File: src/hw/rtl/kslp_pkg.sv
// ----------------------------------------------------------------------------
// kslp_pkg
// Types and constants shared by the key short/long press detector.
// ----------------------------------------------------------------------------
package kslp_pkg;

	localparam int CFG_IDX_W  = 2;
	localparam int CFG_DATA_W = 16;

	localparam logic [CFG_IDX_W-1:0] CFG_SCAN_DIVIDER  = 2'd0;
	localparam logic [CFG_IDX_W-1:0] CFG_LONG_PRESS_MS = 2'd1;

	localparam logic [7:0]  SCAN_DIVIDER_RST  = 8'd21;
	localparam logic [15:0] LONG_PRESS_MS_RST = 16'd1500;

	localparam logic [1:0] KEY_IDLE   = 2'd0;
	localparam logic [1:0] KEY_NET    = 2'd1;
	localparam logic [1:0] KEY_MODE   = 2'd2;
	localparam logic [1:0] KEY_BACKUP = 2'd3;

	typedef logic [1:0] key_code_t;

	typedef struct packed {
		logic        step;
		key_code_t   key;
		logic [31:0] ms;
		logic [15:0] long_ms;
	} scan_req_t;

	typedef struct packed {
		logic      hit;
		logic      long_press;
		key_code_t key;
	} scan_evt_t;

	typedef struct packed {
		logic      pending;
		logic      long_press;
		key_code_t key;
	} latched_evt_t;

endpackage

File: src/hw/rtl/kslp_key_if.sv
// ----------------------------------------------------------------------------
// kslp_key_if
// Request channel carrying one millisecond tick with key levels and clear.
// ----------------------------------------------------------------------------
interface kslp_key_if;
	logic valid;
	logic ready;
	logic net_key_n;
	logic mode_key_n;
	logic backup_key_n;
	logic clear_event;

	modport source (output valid, net_key_n, mode_key_n, backup_key_n, clear_event,
		input ready);
	modport sink (input valid, net_key_n, mode_key_n, backup_key_n, clear_event,
		output ready);
endinterface

File: src/hw/rtl/kslp_evt_if.sv
// ----------------------------------------------------------------------------
// kslp_evt_if
// Result channel carrying the latched key event after each tick.
// ----------------------------------------------------------------------------
interface kslp_evt_if;
	logic       valid;
	logic       ready;
	logic       event_pending;
	logic [1:0] event_key;
	logic       event_long;

	modport source (output valid, event_pending, event_key, event_long, input ready);
	modport sink (input valid, event_pending, event_key, event_long, output ready);
endinterface

File: src/hw/rtl/kslp_cfg_if.sv
// ----------------------------------------------------------------------------
// kslp_cfg_if
// Configuration write channel: register index and write data.
// ----------------------------------------------------------------------------
interface kslp_cfg_if;
	import kslp_pkg::*;
	logic                  valid;
	logic                  ready;
	logic [CFG_IDX_W-1:0]  index;
	logic [CFG_DATA_W-1:0] data;

	modport source (output valid, index, data, input ready);
	modport sink (input valid, index, data, output ready);
endinterface

File: src/hw/rtl/kslp_fsm.sv
// ----------------------------------------------------------------------------
// kslp_fsm
// Press state machine with hold timer; steps once per scan.
// ----------------------------------------------------------------------------
module kslp_fsm
	import kslp_pkg::*;
(
	input  logic      clk,
	input  logic      arst_n,
	input  scan_req_t req,
	output scan_evt_t evt
);

	localparam logic [2:0] ST_RELEASE   = 3'd0;
	localparam logic [2:0] ST_PRESS     = 3'd1;
	localparam logic [2:0] ST_PRESS_CHK = 3'd2;
	localparam logic [2:0] ST_LONG_CHK  = 3'd3;
	localparam logic [2:0] ST_WAIT_REL  = 3'd4;

	logic [2:0]  state_q, state_d;
	key_code_t   prev_q;
	logic [31:0] hold_q, hold_d, hold_eff, elapsed;
	logic        hold_vld_q, hold_vld_d;
	logic        same, long_hit;
	scan_evt_t   evt_d;

	always_comb begin
		same     = (req.key == prev_q);
		hold_eff = hold_vld_q ? hold_q : req.ms;
		elapsed  = req.ms - hold_eff;
		long_hit = (elapsed >= {16'd0, req.long_ms});
		state_d    = state_q;
		hold_d     = hold_q;
		hold_vld_d = hold_vld_q;
		evt_d      = '0;
		case (state_q)
			ST_PRESS: begin
				state_d = same ? ST_PRESS_CHK : ST_RELEASE;
			end
			ST_PRESS_CHK: begin
				if (same) begin
					state_d = ST_LONG_CHK;
				end else begin
					state_d   = ST_RELEASE;
					evt_d.hit = 1'b1;
					evt_d.key = prev_q;
				end
			end
			ST_LONG_CHK: begin
				if (same) begin
					hold_vld_d = 1'b1;
					hold_d     = hold_eff;
					if (long_hit) begin
						hold_vld_d       = 1'b0;
						hold_d           = '0;
						state_d          = ST_WAIT_REL;
						evt_d.hit        = 1'b1;
						evt_d.long_press = 1'b1;
						evt_d.key        = prev_q;
					end
				end else begin
					hold_vld_d = 1'b0;
					hold_d     = '0;
					state_d    = ST_RELEASE;
					evt_d.hit  = 1'b1;
					evt_d.key  = prev_q;
				end
			end
			ST_WAIT_REL: begin
				if (!same) state_d = ST_RELEASE;
			end
			default: begin
				state_d = same ? ST_RELEASE : ST_PRESS;
			end
		endcase
	end

	assign evt = req.step ? evt_d : '0;

	always_ff @(posedge clk or negedge arst_n) begin
		if (!arst_n) begin
			state_q    <= ST_RELEASE;
			prev_q     <= KEY_IDLE;
			hold_q     <= '0;
			hold_vld_q <= 1'b0;
		end else if (req.step) begin
			state_q    <= state_d;
			prev_q     <= req.key;
			hold_q     <= hold_d;
			hold_vld_q <= hold_vld_d;
		end
	end

	ap_state_legal: assert property (@(posedge clk) disable iff (!arst_n)
		state_q == ST_RELEASE || state_q == ST_PRESS || state_q == ST_PRESS_CHK
		|| state_q == ST_LONG_CHK || state_q == ST_WAIT_REL)
		else $error("press state out of range");
	ap_hold_only_long: assert property (@(posedge clk) disable iff (!arst_n)
		hold_vld_q |-> state_q == ST_LONG_CHK)
		else $error("hold timer running outside long-press check");
	ap_long_to_wait: assert property (@(posedge clk) disable iff (!arst_n)
		evt.long_press |=> state_q == ST_WAIT_REL)
		else $error("long event without wait-for-release");

endmodule

File: src/hw/rtl/key_short_long_press_detector.sv
// ----------------------------------------------------------------------------
// key_short_long_press_detector
// Scans three active-low keys on a prescaled tick and latches short or long
// press events until cleared or replaced by a newer event.
// Result: registered, presented in the cycle after its request is accepted.
// Throughput: one request per cycle while events.ready is high; the result register frees as it is taken.
// Reset: divider 21, long time 1500 ms, machine in release, no event pending,
//        millisecond counter and prescaler at zero.
// ----------------------------------------------------------------------------
module key_short_long_press_detector
	import kslp_pkg::*;
(
	input  logic       clk,
	input  logic       arst_n,
	kslp_cfg_if.sink   cfg,
	kslp_key_if.sink   keys,
	kslp_evt_if.source events
);

	logic [7:0]   div_q;
	logic [15:0]  long_ms_q;
	logic [7:0]   pre_q, pre_d;
	logic [8:0]   pre_inc;
	logic [31:0]  ms_q, ms_d;
	latched_evt_t lat_q, lat_d;
	logic         out_vld_q;
	latched_evt_t out_q;
	logic         acc, scan;
	key_code_t    cur_key;
	scan_req_t    req;
	scan_evt_t    evt;

	assign cfg.ready  = 1'b1;
	assign keys.ready = !out_vld_q || events.ready;
	assign acc        = keys.valid && keys.ready;

	always_comb begin
		if (!keys.net_key_n)         cur_key = KEY_NET;
		else if (!keys.mode_key_n)   cur_key = KEY_MODE;
		else if (!keys.backup_key_n) cur_key = KEY_BACKUP;
		else                         cur_key = KEY_IDLE;
		ms_d    = ms_q + 32'd1;
		pre_inc = {1'b0, pre_q} + 9'd1;
		scan    = (div_q == 8'd0) || (pre_inc >= {1'b0, div_q});
		pre_d   = scan ? 8'd0 : pre_inc[7:0];
		req.step    = acc && scan;
		req.key     = cur_key;
		req.ms      = ms_d;
		req.long_ms = long_ms_q;
	end

	always_comb begin
		if (evt.hit) begin
			lat_d.pending    = 1'b1;
			lat_d.long_press = evt.long_press;
			lat_d.key        = evt.key;
		end else if (keys.clear_event) begin
			lat_d = '0;
		end else begin
			lat_d = lat_q;
		end
	end

	kslp_fsm u_fsm (
		.clk    (clk),
		.arst_n (arst_n),
		.req    (req),
		.evt    (evt)
	);

	always_ff @(posedge clk or negedge arst_n) begin
		if (!arst_n) begin
			div_q     <= SCAN_DIVIDER_RST;
			long_ms_q <= LONG_PRESS_MS_RST;
		end else if (cfg.valid && cfg.ready) begin
			case (cfg.index)
				CFG_SCAN_DIVIDER:  div_q     <= cfg.data[7:0];
				CFG_LONG_PRESS_MS: long_ms_q <= cfg.data;
				default: ;
			endcase
		end
	end

	always_ff @(posedge clk or negedge arst_n) begin
		if (!arst_n) begin
			pre_q     <= '0;
			ms_q      <= '0;
			lat_q     <= '0;
			out_vld_q <= 1'b0;
		end else begin
			if (acc) begin
				pre_q     <= pre_d;
				ms_q      <= ms_d;
				lat_q     <= lat_d;
				out_vld_q <= 1'b1;
			end else if (events.ready) begin
				out_vld_q <= 1'b0;
			end
		end
	end

	always_ff @(posedge clk) begin
		if (acc) out_q <= lat_d;
	end

	assign events.valid         = out_vld_q;
	assign events.event_pending = out_q.pending;
	assign events.event_key     = out_q.key;
	assign events.event_long    = out_q.long_press;

	ap_result_follows: assert property (@(posedge clk) disable iff (!arst_n)
		acc |=> out_vld_q)
		else $error("accepted request produced no result");
	ap_ms_advance: assert property (@(posedge clk) disable iff (!arst_n)
		acc |=> ms_q == $past(ms_q) + 32'd1)
		else $error("millisecond counter did not advance by one");
	ap_idle_event: assert property (@(posedge clk) disable iff (!arst_n)
		!lat_q.pending |-> (lat_q.key == KEY_IDLE && !lat_q.long_press))
		else $error("event fields set with nothing pending");
	ap_prescale_range: assert property (@(posedge clk) disable iff (!arst_n)
		(acc && div_q != 8'd0) |=> pre_q < div_q || $past(pre_q) >= $past(div_q)
		|| $changed(div_q))
		else $error("prescaler passed divider");

endmodule
File: src/flat_wrapper.sv
// flat-port wrapper written by rule: the top's interface ports become plain ports
module key_short_long_press_detector_flat import kslp_pkg::*;
  (clk, arst_n, cfg_valid, cfg_index, cfg_data, cfg_ready, keys_valid, keys_net_key_n, keys_mode_key_n, keys_backup_key_n, keys_clear_event, keys_ready, events_valid, events_event_pending, events_event_key, events_event_long, events_ready);
  kslp_cfg_if cfg_i ();
  kslp_key_if keys_i ();
  kslp_evt_if events_i ();
  input  logic clk;
  input  logic arst_n;
  input wire logic [$bits(cfg_i.valid)-1:0] cfg_valid;
  input wire logic [$bits(cfg_i.index)-1:0] cfg_index;
  input wire logic [$bits(cfg_i.data)-1:0] cfg_data;
  output wire logic [$bits(cfg_i.ready)-1:0] cfg_ready;
  input wire logic [$bits(keys_i.valid)-1:0] keys_valid;
  input wire logic [$bits(keys_i.net_key_n)-1:0] keys_net_key_n;
  input wire logic [$bits(keys_i.mode_key_n)-1:0] keys_mode_key_n;
  input wire logic [$bits(keys_i.backup_key_n)-1:0] keys_backup_key_n;
  input wire logic [$bits(keys_i.clear_event)-1:0] keys_clear_event;
  output wire logic [$bits(keys_i.ready)-1:0] keys_ready;
  output wire logic [$bits(events_i.valid)-1:0] events_valid;
  output wire logic [$bits(events_i.event_pending)-1:0] events_event_pending;
  output wire logic [$bits(events_i.event_key)-1:0] events_event_key;
  output wire logic [$bits(events_i.event_long)-1:0] events_event_long;
  input wire logic [$bits(events_i.ready)-1:0] events_ready;
  assign cfg_i.valid = cfg_valid;
  assign cfg_i.index = cfg_index;
  assign cfg_i.data = cfg_data;
  assign cfg_ready = cfg_i.ready;
  assign keys_i.valid = keys_valid;
  assign keys_i.net_key_n = keys_net_key_n;
  assign keys_i.mode_key_n = keys_mode_key_n;
  assign keys_i.backup_key_n = keys_backup_key_n;
  assign keys_i.clear_event = keys_clear_event;
  assign keys_ready = keys_i.ready;
  assign events_valid = events_i.valid;
  assign events_event_pending = events_i.event_pending;
  assign events_event_key = events_i.event_key;
  assign events_event_long = events_i.event_long;
  assign events_i.ready = events_ready;
  key_short_long_press_detector u_core (.clk(clk), .arst_n(arst_n), .cfg(cfg_i), .keys(keys_i), .events(events_i));
endmodule
File: config.mk
export PLATFORM = sky130hd
export DESIGN_NAME = key_short_long_press_detector_flat
export DESIGN_NICKNAME = d
export VERILOG_FILES = /design/src/hw/rtl/kslp_pkg.sv /design/src/hw/rtl/kslp_key_if.sv /design/src/hw/rtl/kslp_evt_if.sv /design/src/hw/rtl/kslp_cfg_if.sv /design/src/hw/rtl/kslp_fsm.sv /design/src/hw/rtl/key_short_long_press_detector.sv /design/src/flat_wrapper.sv
export SDC_FILE = /design/constraint.sdc
export NUM_CORES = 1
export LEC_CHECK = 0
export BUFFER_PORTS_ARGS = -buffer_cell sky130_fd_sc_hd__buf_2
export CAP_MARGIN = 20
export CORE_MARGIN = 5
export CORE_UTILIZATION = 50
export CTS_CLUSTER_SIZE = 40
export DETAILED_ROUTE_END_ITERATION = 8
export GPL_TIMING_DRIVEN = 0
export PLACE_DENSITY = 0.73
export SYNTH_ARGS = -nofsm -noshare
export SYNTH_HDL_FRONTEND = slang
export SYNTH_SLANG_ARGS = --single-unit
File: constraint.sdc
create_clock -name clk -period 7.7 [get_ports clk]
set_input_delay 1.155 -clock clk [delete_from_list [all_inputs] [get_ports clk]]
set_output_delay 1.155 -clock clk [all_outputs]
set_load 0.1 [all_outputs]
; Word level (Yosys, flattened, before mapping)
; Index checks and enable logic that the tools add are counted.
[totals]
reg_bits = 111
in_bits = 27
out_inout_bits = 7
word_cells = 70
[op_classes]
n_addsub = 3
magnitude_cmp = 2
n_eq_ne = 8
n_mux = 30
n_reduce_logical = 12
[ops]
columns = cell, n
row1 = 2-to-1 mux 32 bit, 3
row2 = adder 32 x 1 -> 32 bit (second input constant), 1
row3 = greater-or-equal comparator 32 x 16 -> 1 bit, 1
row4 = subtractor 32 bit, 1
row5 = 2-to-1 mux 4 bit, 4
row6 = 2-to-1 mux 2 bit, 7
row7 = one-hot mux 3 bit (4 select lines), 1
row8 = adder 8 x 1 -> 9 bit (second input constant), 1
row9 = greater-or-equal comparator 9 x 8 -> 1 bit, 1
row10 = 2-to-1 mux 1 bit, 9
row11 = 2-to-1 mux 3 bit, 3
row12 = logical NOT 8 bit, 1
row13 = 2-to-1 mux 8 bit, 1
row14 = == test 3 x 2 -> 1 bit (second input constant), 2
row15 = AND reduction 2 bit, 3
row16 = one-hot mux 2 bit (2 select lines), 1
row17 = == test 3 x 1 -> 1 bit (second input constant), 1
row18 = == test 3 bit (second input constant), 1
row19 = inequality test 3 bit (second input constant), 1
row20 = AND reduction 3 bit, 1
row21 = == test 2 x 1 -> 1 bit (second input constant), 1
row22 = == test 2 bit, 1
row23 = logical AND 1 bit, 2
row24 = logical NOT 2 bit, 1
row25 = 5 further kinds, 6

; Longest topological paths before layout
; Gate-level depths: netlist of the first run.
[logic_depth]
depth_word = 9
depth_mapped = 27
mapped_depth_nobuf = 25

; Hierarchy
; A second synthesis of the first run with hierarchy kept.
[hier_totals]
cells_unflattened = 924
area_unflattened_um2 = 8348.0
[by_module_without_submodules]
columns = mod, n_inst, cells_each, area_each_um2, seq_area_each_um2
row1 = kslp_fsm, 1, 554, 4490.6, 950.9
row2 = key_short_long_press_detector, 1, 370, 3857.4, 1859.3

; Worst setup path before layout of the first run
; No wires, ideal clock.
[synth_timing]
kind = register -> register
start = register u_core.u_fsm.hold_vld_q
end = register u_core.out_q, in the netlist u_core.events.event_key[0], data pin
setup_ns = 0.256
arrival_ns = 5.271
t_required_ns = 7.444
setup_slack_ns = 2.172
stages_incl_launch_ff = 25
path_buffers = 2
synth_period_minus_slack_ns = 5.528
cell_sequence = dfrtp_1 -> inv_1 -> clkbuf_1 -> clkbuf_1 -> mux2i_1 -> ha_1 -> a21oi_1 -> nand2_1 -> a41o_1 -> a21o_1 -> a21boi_0 -> o31a_1 -> xnor2_1 -> ha_1 -> a221oi_1 -> o21ai_0 -> a211oi_1 -> o221ai_1 -> a31oi_1 -> o2111a_1 -> o221ai_1 -> nor4_4 -> and2_4 -> o21ai_4 -> a22o_1
[synth_rtl]
columns = item, line_no
row1 = start: declaration, kslp_fsm.sv:23  ; logic hold_vld_q, hold_vld_d;
row2 = start signal: assignment, kslp_fsm.sv:90  ; hold_vld_q <= hold_vld_d;
row3 = end signal: assignment, key_short_long_press_detector.sv:103  ; if (acc) out_q <= lat_d;
row4 = end: declaration, key_short_long_press_detector.sv:27  ; latched_evt_t out_q;

==> impl_metrics.ini, run 1 <==
[timing]
setup_viol = 0
finalHoldViolations = 0
timing.final.crit_share_pct = 91.34
finalSetupTns_ns = 0
rsz0062_at_grt = false
fin_skew_ns = 0.009132
fmax_mhz = 142.2
max_slew_margin_pct = 40.83
period_needed_ns = 7.033
tightestPinTransition_ns = 0.8876
drv_slew = 0

[yosys]
ys_warn_count = 0
async_reset_ff_share_pct = 96.40
synth_area_leaders = dfrtp_1, ha_1, xnor2_1, nand2_1, mux2i_1
synthDistinctLibCells = 83
synthesis.area_um2 = 8367
synth_cells = 943
yosysSeqAreaShare_pct = 33.59
ys.flop_type = dfrtp_1
synth_fp_nets = 1029
synth_seq_cells = 111
synth_edf_count = 4
synth_area_leader_cell = dfrtp_1
syn_avg_cell_area_um2 = 8.873
synth_top_area_share_pct = 29.01

[placement]
place.gp.congestion = 0.9280
port_buffers = 32
place_area_um2 = 8832
dp_hpwl_mm = 15.38
dp_cells = 1196

[cts]
cts_resized = 0
cts.sink_count = 111
tritoncts = yes
cts_buffer_depth = 2
cts_root_buffer = clkbuf_16
cts_setup_buffers = 0
clk_pin_slew_worst_paths_ns = 0.08
cts_buffers = 9
clock_latency_ns = 0.36
hold_buffers = 0
htreeDepth = 3

[pwr]
intPower_mw = 1.453
ir_drop_mv = 0.2410
power_frac_seq_pct = 30.1
switching_share_pct = 39.54
pwr-share-clk_pct = 21.2
pwr-share-comb_pct = 48.7
p_sw_mw = 0.9501
power.leakage_nw = 4.283
fin_total_pwr_mw = 2.403
p_per_area_nw_per_um2 = 262.7

[worst_setup_path]
cp_cell_sequence = inv_1 > clkbuf_1 > clkbuf_1 > mux2i_1 > ha_1 > a21oi_1 > nand2_1 > a41o_1 > a21o_1 > a21boi_0 > o31a_1 > xnor2_1 > ha_1 > a221oi_1 > o21ai_0 > a211oi_1 > o221ai_1 > a31oi_1 > o2111a_1 > o221ai_1 > nor4_4 > and2_4 > o21ai_4 > a22o_1
end_kind = flop
worstPathArrival_ns = 7.15
max_stage_delay_ns = 0.67
crit_buf_inv = 3
cp-start-kind = flop
path_max_fanout = 10
required_ns = 7.82
cp_slowest_cell = clkbuf_1
path_delay_family = compound AO/OA/AOI/OAI gates
critPathKind = flop to flop

[drt]
wirelength_mm = 20.54
dr.pass1.iters = 5
wl_per_cell_um = 16.95
vias = 6989
drt_iter0_drc = 549
drc = 0
viasPerCell = 5.767
ant_nets = 0

[status]
status = completed

[layout]
final_cell_area_um2 = 9148
fin_nets = 1073
drive_gt1_share_pct = 11.09
fin_util_pct = 55.36
num-fill-cells = 1532
antenna_cells = 0
syn_to_final_growth_pct = 9.332
fin_cells = 1212

[floorplan]
rows = 47
die_x_um = 139.4
die_y_um = 139.4
dieArea_um2 = 19420
core_region_area_um2 = 16520
ios = 34
start_util_pct = 50.63

[global_route]
antenna_found_initial = 0
first_global_vias = 6788
overflow = 0
grt_max_degree = 70
grt_pass1_wl_mm = 34.56
grt.total_usage_pct = 21.62

[job]
cap_violations = 0

[min_path]
min_path_type = flop to flop
## kinds of logic (layout without fill, tap and decap cells)
family	count (synthesis)	after routing	share of synthesized area, %
compound gates	224	224	17.77
xor+xnor	98	98	10.42
fa+ha+maj	59	59	8.913
buf+inv	79	128	3.858
flops	111	111	33.59
mux	49	49	6.131
other cells	1	1	0.04482
simple gates	322	322	19.28
## per-layer routing
layer	global-route usage (%)	vias to the layer above	share of wire, %	routed length [um]
met3	3.705	20	4.8	994
met4	4.531	0	1.5	298
met5	0	-	0	0
met2	34.99	158	46	9458
li1	-	3463	-	-
met1	30.68	3348	48	9791
## synth_stat cells, types with 5 or more instances
master / instances
a211oi_1: 6
a21o_1: 23
a21oi_1: 44
a31oi_1: 10
and2_1: 14
and3_1: 15
buf_2: 11
clkbuf_1: 22
dfrtp_1: 97
dfstp_2: 10
ha_1: 58
inv_1: 38
mux2_2: 18
mux2i_1: 31
nand2_1: 133
nand2b_1: 9
nand3_1: 32
nand4_1: 17
nor2_1: 48
nor3_1: 10
nor3b_1: 5
nor4_1: 8
o211ai_1: 6
o21a_1: 9
o21ai_0: 40
o21ai_1: 30
o31ai_1: 5
xnor2_1: 64
xor2_1: 33
## cells in the final DEF, fill, tap and decap left out, types with 6 or more instances in the layout
| master | count |
|---|---|
| nor4_1 | 8 |
| clkbuf_16 | 9 |
| o21a_1 | 9 |
| mux2_2 | 18 |
| nand2_1 | 133 |
| nor3_1 | 10 |
| nand3_1 | 32 |
| a31oi_1 | 10 |
| o21ai_0 | 40 |
| mux2i_1 | 31 |
| xor2_1 | 33 |
| nand4_1 | 17 |
| clkbuf_1 | 23 |
| buf_2 | 42 |
| and2_1 | 14 |
| o211ai_1 | 6 |
| a21oi_1 | 44 |
| a211oi_1 | 6 |
| and3_1 | 15 |
| o21ai_1 | 30 |
| dfrtp_1 | 97 |
| inv_1 | 38 |
| nor2_1 | 48 |
| xnor2_1 | 64 |
| nand2b_1 | 9 |
| dfstp_2 | 10 |
| a21o_1 | 23 |
| ha_1 | 58 |
## cell type report
type,instances,area [um2],share of cell area [%]
inverters,38,142.6,1.559
repair buffers,33,190.2,2.079
multi-input cells,753,5234,57.22
clock inverters,4,58.81,0.6429
clock buffers,12,256.5,2.804
well taps,220,275.3,3.009
flip-flops and latches,111,2810,30.72
plain buffers,41,180.2,1.970
## power groups by stage
stage / sequential, mW / clock [mW] / combinational (mW)
after CTS: 0.724 / 0.520 / 1.17
after detailed placement: 0.734 / 0 / 1.16
after global placement: 0.731 / 0 / 1.14
after global routing: 0.736 / 0.546 / 1.33
final: 0.724 / 0.509 / 1.17
after floorplan: 0.735 / 0 / 0.898
## worst min-delay path: stages, from the launching register on
cell and delay, ns:
dfrtp_1 0.34, nand2_1 0.05, nand2_1 0.05
## final timing paths
path | endpoint | slack, ns | start | cells past startpoint
hold / removal | u_core.u_fsm.hold_q[0] | 0.47 | u_core.u_fsm.hold_q[0] | 2
setup reg to reg | u_core.events.event_key[0] | 0.67 | u_core.u_fsm.hold_vld_q | 24
hold reg to reg | u_core.u_fsm.hold_q[0] | 0.47 | u_core.u_fsm.hold_q[0] | 2
setup / recovery | u_core.events.event_key[0] | 0.67 | u_core.u_fsm.hold_vld_q | 24
min in group asynchronous | u_core.long_ms_q[11] | 0.77 | arst_n | 1
max in group asynchronous | u_core.div_q[0] | 6.18 | arst_n | 2
## state kept, by name, summed over array words and instances, names as in the netlist, 2 cells and up
name	cells
u_core.lat_q	4
u_core.pre_q	8
u_core.u_fsm.hold_q	32
u_core.ms_q	32
u_core.u_fsm.state_q	3
u_core.long_ms_q	16
u_core.u_fsm.prev_q	2
u_core.div_q	8
u_core.events.event_key	2
## per-stage QoR
step                      hold WS (ns)  setup slack [ns]
after floorplan                 0.4391             2.172
after global placement          0.4506            0.8330
after detailed placement        0.4572            0.8229
after CTS                       0.4744            0.7741
after global routing            0.5167            0.3640
final                           0.4711            0.6666
Note: power is estimated with default switching activity, not from simulation.
==> inputs of run 2 (changes only) <==
PLACE_DENSITY = 0.65   (was 0.73)
==> run 2 against run 1 <==
Net effect: final cell count unchanged; power down 1.8%; first-iteration DRC count down 21%; maximum frequency up 0.17%; register-to-register slack about the same; largest power group unchanged.
==> impl_metrics.ini, run 2 (same netlist as run 1, synthesis figures left out) <==
[status]
status = completed

[drt]
wirelength_mm = 20.52
wl_per_cell_um = 16.93
drc = 0
ant_nets = 0
vias = 6943
drt_iter0_drc = 432
viasPerCell = 5.729
dr.pass1.iters = 5

[timing]
max_slew_margin_pct = 38.83
finalHoldViolations = 0
rsz0062_at_grt = false
fin_skew_ns = 0.01157
setup_viol = 0
timing.final.crit_share_pct = 91.19
period_needed_ns = 7.022
fmax_mhz = 142.4
tightestPinTransition_ns = 0.9176
drv_slew = 0
finalSetupTns_ns = 0

[placement]
place_area_um2 = 8832
dp_hpwl_mm = 15.44
dp_cells = 1196
place.gp.congestion = 0.9208
port_buffers = 32

[layout]
antenna_cells = 0
top_regs = u_core.ms_q x32, u_core.u_fsm.hold_q x32, u_core.long_ms_q x16
fin_nets = 1073
fin_util_pct = 55.16
final_common_cell = nand2_1
drive_gt1_share_pct = 11.09
fin_cells = 1212
syn_to_final_growth_pct = 8.943
final_cell_area_um2 = 9115
layout.cells.most_common_list = nand2_1, dfrtp_1, xnor2_1, ha_1, nor2_1

[global_route]
overflow = 0
first_global_vias = 6820
grt.total_usage_pct = 21.69
grt_max_degree = 58
grt_pass1_wl_mm = 34.58
antenna_found_initial = 0

[pwr]
ir_drop_mv = 0.1963
power.leakage_nw = 4.268
pwr-share-comb_pct = 49.6
switching_share_pct = 40.35
fin_total_pwr_mw = 2.359
p_per_area_nw_per_um2 = 258.9
pwr-share-clk_pct = 19.8
power_frac_seq_pct = 30.6
intPower_mw = 1.407
p_sw_mw = 0.9522

[worst_setup_path]
critPathKind = flop to flop
worstPathArrival_ns = 7.14
end_kind = flop
path_max_fanout = 10
cp-start-kind = flop
required_ns = 7.82

[floorplan]
rows = 47
die_y_um = 139.4
core_region_area_um2 = 16520
start_util_pct = 50.63
dieArea_um2 = 19420
ios = 34
die_x_um = 139.4

[cts]
clk_pin_slew_worst_paths_ns = 0.08
cts.sink_count = 111
cts_buffers = 9
cts_root_buffer = clkbuf_16
clock_latency_ns = 0.36
cts_buffer_depth = 2
tritoncts = yes
htreeDepth = 3
cts_resized = 0
cts_setup_buffers = 0
hold_buffers = 0

[job]
cap_violations = 0

[min_path]
min_path_type = flop to flop
-- run 2: layer usage --
layer  part of all wire [%]  wire [um]  vias up  track usage (%)
li1                       -          -     3465                -
met1                     48       9814     3302            30.31
met2                     45       9248      139            34.12
met3                    4.5        932       37            3.774
met4                    2.5        523        0            7.467
met5                      0          0        -                0
-- run 2: final timing paths --
kind / startpoint / endpoint / slack (ns) / depth (start not counted)
setup / recovery: u_core.u_fsm.hold_vld_q / u_core.events.event_key[0] / 0.68 / 24
hold / removal: u_core.u_fsm.hold_q[0] / u_core.u_fsm.hold_q[0] / 0.48 / 2
setup reg to reg: u_core.u_fsm.hold_vld_q / u_core.events.event_key[0] / 0.68 / 24
hold reg to reg: u_core.u_fsm.hold_q[0] / u_core.u_fsm.hold_q[0] / 0.48 / 2
max in group asynchronous: arst_n / u_core.pre_q[6] / 6.10 / 2
min in group asynchronous: arst_n / u_core.u_fsm.hold_q[11] / 0.87 / 1
-- run 2: critical path, stage by stage (launching register included) --
cell	delay, ns
dfrtp_1	0.52
inv_1	0.14
clkbuf_1	0.52
clkbuf_1	0.68
mux2i_1	0.31
ha_1	0.32
a21oi_1	0.16
nand2_1	0.07
a41o_1	0.27
a21o_1	0.19
a21boi_0	0.37
o31a_1	0.29
xnor2_1	0.15
ha_1	0.29
a221oi_1	0.41
o21ai_0	0.15
a211oi_1	0.27
o221ai_1	0.15
a31oi_1	0.18
o2111a_1	0.23
o221ai_1	0.16
nor4_4	0.34
and2_4	0.25
o21ai_4	0.08
a22o_1	0.26
-- run 2: power groups by stage --
stage / logic, mW / registers, mW / clock network (mW)
detailed placement: 1.16 / 0.734 / 0
global placement: 1.15 / 0.732 / 0
floorplan: 0.898 / 0.735 / 0
global route: 1.34 / 0.734 / 0.507
finish: 1.17 / 0.723 / 0.467
CTS: 1.18 / 0.722 / 0.485
-- run 2: layout make-up --
type / instances / area (um2)
plain buffers: 41 / 180.2
clock buffers: 11 / 242.7
clock inverters: 5 / 40.04
fillers: 1576 / 7410
inverters: 38 / 142.6
multi-input cells: 753 / 5234
flip-flops and latches: 111 / 2810
well taps: 220 / 275.3
repair buffers: 33 / 190.2
-- run 2: per-stage QoR --
step | hold WS, ns | worst slack (ns)
6_report | 0.4765 | 0.6783
5_1_grt | 0.4960 | 0.1921
4_1_cts | 0.4774 | 0.7040
3_5_place_dp | 0.4604 | 0.7384
3_3_place_gp | 0.4543 | 0.7999
2_1_floorplan | 0.4391 | 2.172
==> inputs of run 3 (changes only) <==
CELL_PAD_IN_SITES_DETAIL_PLACEMENT = 0   (was not set)
CELL_PAD_IN_SITES_GLOBAL_PLACEMENT = 1   (was not set)
CORE_UTILIZATION = 49   (was 50)
MAX_ROUTING_LAYER = met4   (was not set)
PLACE_DENSITY = 0.79   (was 0.65)
==> run 3 against run 2 <==
Net effect: maximum frequency decreased by 0.79%; global-route usage increased by 0.92 points; power increased by 3.7%; first-iteration DRC count increased by 7.4%; design area increased by 0.59%; highest routed layer unchanged.
==> impl_metrics.ini, run 3 (same netlist as run 1, synthesis figures left out) <==
[cts]
tritoncts = yes
cts_root_buffer = clkbuf_16
htreeDepth = 3
cts_resized = 0
clock_latency_ns = 0.37
cts.sink_count = 111
cts_buffer_depth = 2
hold_buffers = 0
cts_setup_buffers = 0
clk_pin_slew_worst_paths_ns = 0.08
cts_buffers = 9

[global_route]
grt_pass1_wl_mm = 34.99
antenna_found_initial = 0
first_global_vias = 6654
grt.total_usage_pct = 22.61
grt_max_degree = 74
overflow = 0

[placement]
place.gp.congestion = 0.9039
port_buffers = 32
dp_hpwl_mm = 16.10
place_area_um2 = 8836

[floorplan]
rows = 47
start_util_pct = 50.27
dieArea_um2 = 19790
die_x_um = 140.7
die_y_um = 140.7
core_region_area_um2 = 16640
ios = 34

[worst_setup_path]
cp_slowest_cell = clkbuf_1
max_stage_delay_ns = 0.66
path_max_fanout = 10
crit_path_start = u_core.u_fsm.hold_vld_q
r2r_start = u_core.u_fsm.hold_vld_q
worstPathArrival_ns = 7.21
end_kind = flop
cp_cell_sequence = inv_1 > clkbuf_1 > clkbuf_1 > mux2i_1 > ha_1 > a211oi_1 > o21ai_0 > a41oi_1 > nor2_1 > a21oi_1 > xnor2_1 > ha_1 > a221oi_1 > o21ai_0 > a211oi_1 > o221ai_1 > a31oi_1 > o2111a_1 > o221ai_1 > nor4_4 > and2_4 > o21ai_4 > a22o_1
critPathKind = flop to flop
cp-start-kind = flop
required_ns = 7.83

[layout]
drive_gt1_share_pct = 11.09
top_regs = u_core.ms_q x32, u_core.u_fsm.hold_q x32, u_core.long_ms_q x16
fin_util_pct = 55.09
final_common_cell = nand2_1
layout.cells.most_common_list = nand2_1, dfrtp_1, xnor2_1, ha_1, nor2_1
fin_nets = 1073
final_cell_area_um2 = 9169
syn_to_final_growth_pct = 9.586
antenna_cells = 0

[timing]
tightestPinTransition_ns = 0.9614
fmax_mhz = 141.3
finalHoldViolations = 0
max_slew_margin_pct = 35.90
timing.final.crit_share_pct = 91.91
rsz0062_at_grt = false
drv_slew = 0
setup_viol = 0
fin_skew_ns = 0.01140
finalSetupTns_ns = 0
period_needed_ns = 7.077

[pwr]
power_frac_seq_pct = 29.6
ir_drop_mv = 0.1602
p_sw_mw = 0.9769
power.leakage_nw = 4.287
p_per_area_nw_per_um2 = 266.8
pwr-share-clk_pct = 21.9
intPower_mw = 1.469
switching_share_pct = 39.94
pwr-share-comb_pct = 48.6

[drt]
ant_nets = 0
drc = 0
wl_per_cell_um = 17.57
drt_iter0_drc = 464
vias = 6857
dr.pass1.iters = 5
wirelength_mm = 21.29
viasPerCell = 5.658

[job]
cap_violations = 0

[min_path]
min_from = u_core.u_fsm.hold_q[0]
min_path_type = flop to flop

[status]
status = completed
run 3: path summary, 6_finish.rpt:
kind | endpoint | slack [ns] | cells after the start
max in group asynchronous | u_core.u_fsm.hold_q[20] | 6.34 | 2
hold reg to reg | u_core.u_fsm.hold_q[0] | 0.47 | 2
setup reg to reg | u_core.events.event_key[0] | 0.62 | 23
min in group asynchronous | u_core.long_ms_q[5] | 0.68 | 1
setup / recovery | u_core.events.event_key[0] | 0.62 | 23
hold / removal | u_core.u_fsm.hold_q[0] | 0.47 | 2
run 3: per-layer routing:
metal | global-route usage, % | up-vias | wire length (um)
met5 | - | - | 0
met4 | 5.813 | 0 | 416
li1 | - | 3464 | -
met2 | 35.41 | 115 | 9748
met3 | 3.488 | 22 | 719
met1 | 30.89 | 3256 | 10410
run 3: worst max-delay path: cells and delay by family, from the launching register on:
kind / cells / cell delay [ns]
muxes: 1 / 0.35
adders and majority gates: 2 / 0.52
and+or+nand+nor: 3 / 0.77
DFF: 1 / 0.53
AOI/OAI and AO/OA: 13 / 3.28
xor gates and xnor gates: 1 / 0.09
buffers and inverters: 3 / 1.30
run 3: final cells by class:
cell class / count / area, um2
multi-input combinational: 753 / 5234
tap: 220 / 275.3
timing repair buffer: 33 / 193.9
inverter: 38 / 142.6
fill: 1536 / 7473
clock inverter: 6 / 103.9
sequential: 111 / 2810
buffer: 41 / 180.2
clock buffer: 10 / 229.0
run 3: stage by stage:
step                power (mW)  setup slack [ns]  instances  hold slack (ns)
finish                   2.446            0.6227       1212           0.4703
global route             2.655            0.1523       1212           0.4953
CTS                      2.469            0.6791       1212           0.4748
detailed placement       1.919            0.7036       1196           0.4573
global placement         1.906            0.6909       1195           0.4510
floorplan                1.633             2.172        943           0.4391
run 3: power groups by stage:
stage / Combinational [mW] / Sequential [mW] / Clock (mW)
floorplan: 0.898 / 0.735 / 0
global placement: 1.17 / 0.733 / 0
detailed placement: 1.18 / 0.735 / 0
CTS: 1.20 / 0.723 / 0.545
global route: 1.35 / 0.734 / 0.573
finish: 1.19 / 0.723 / 0.535
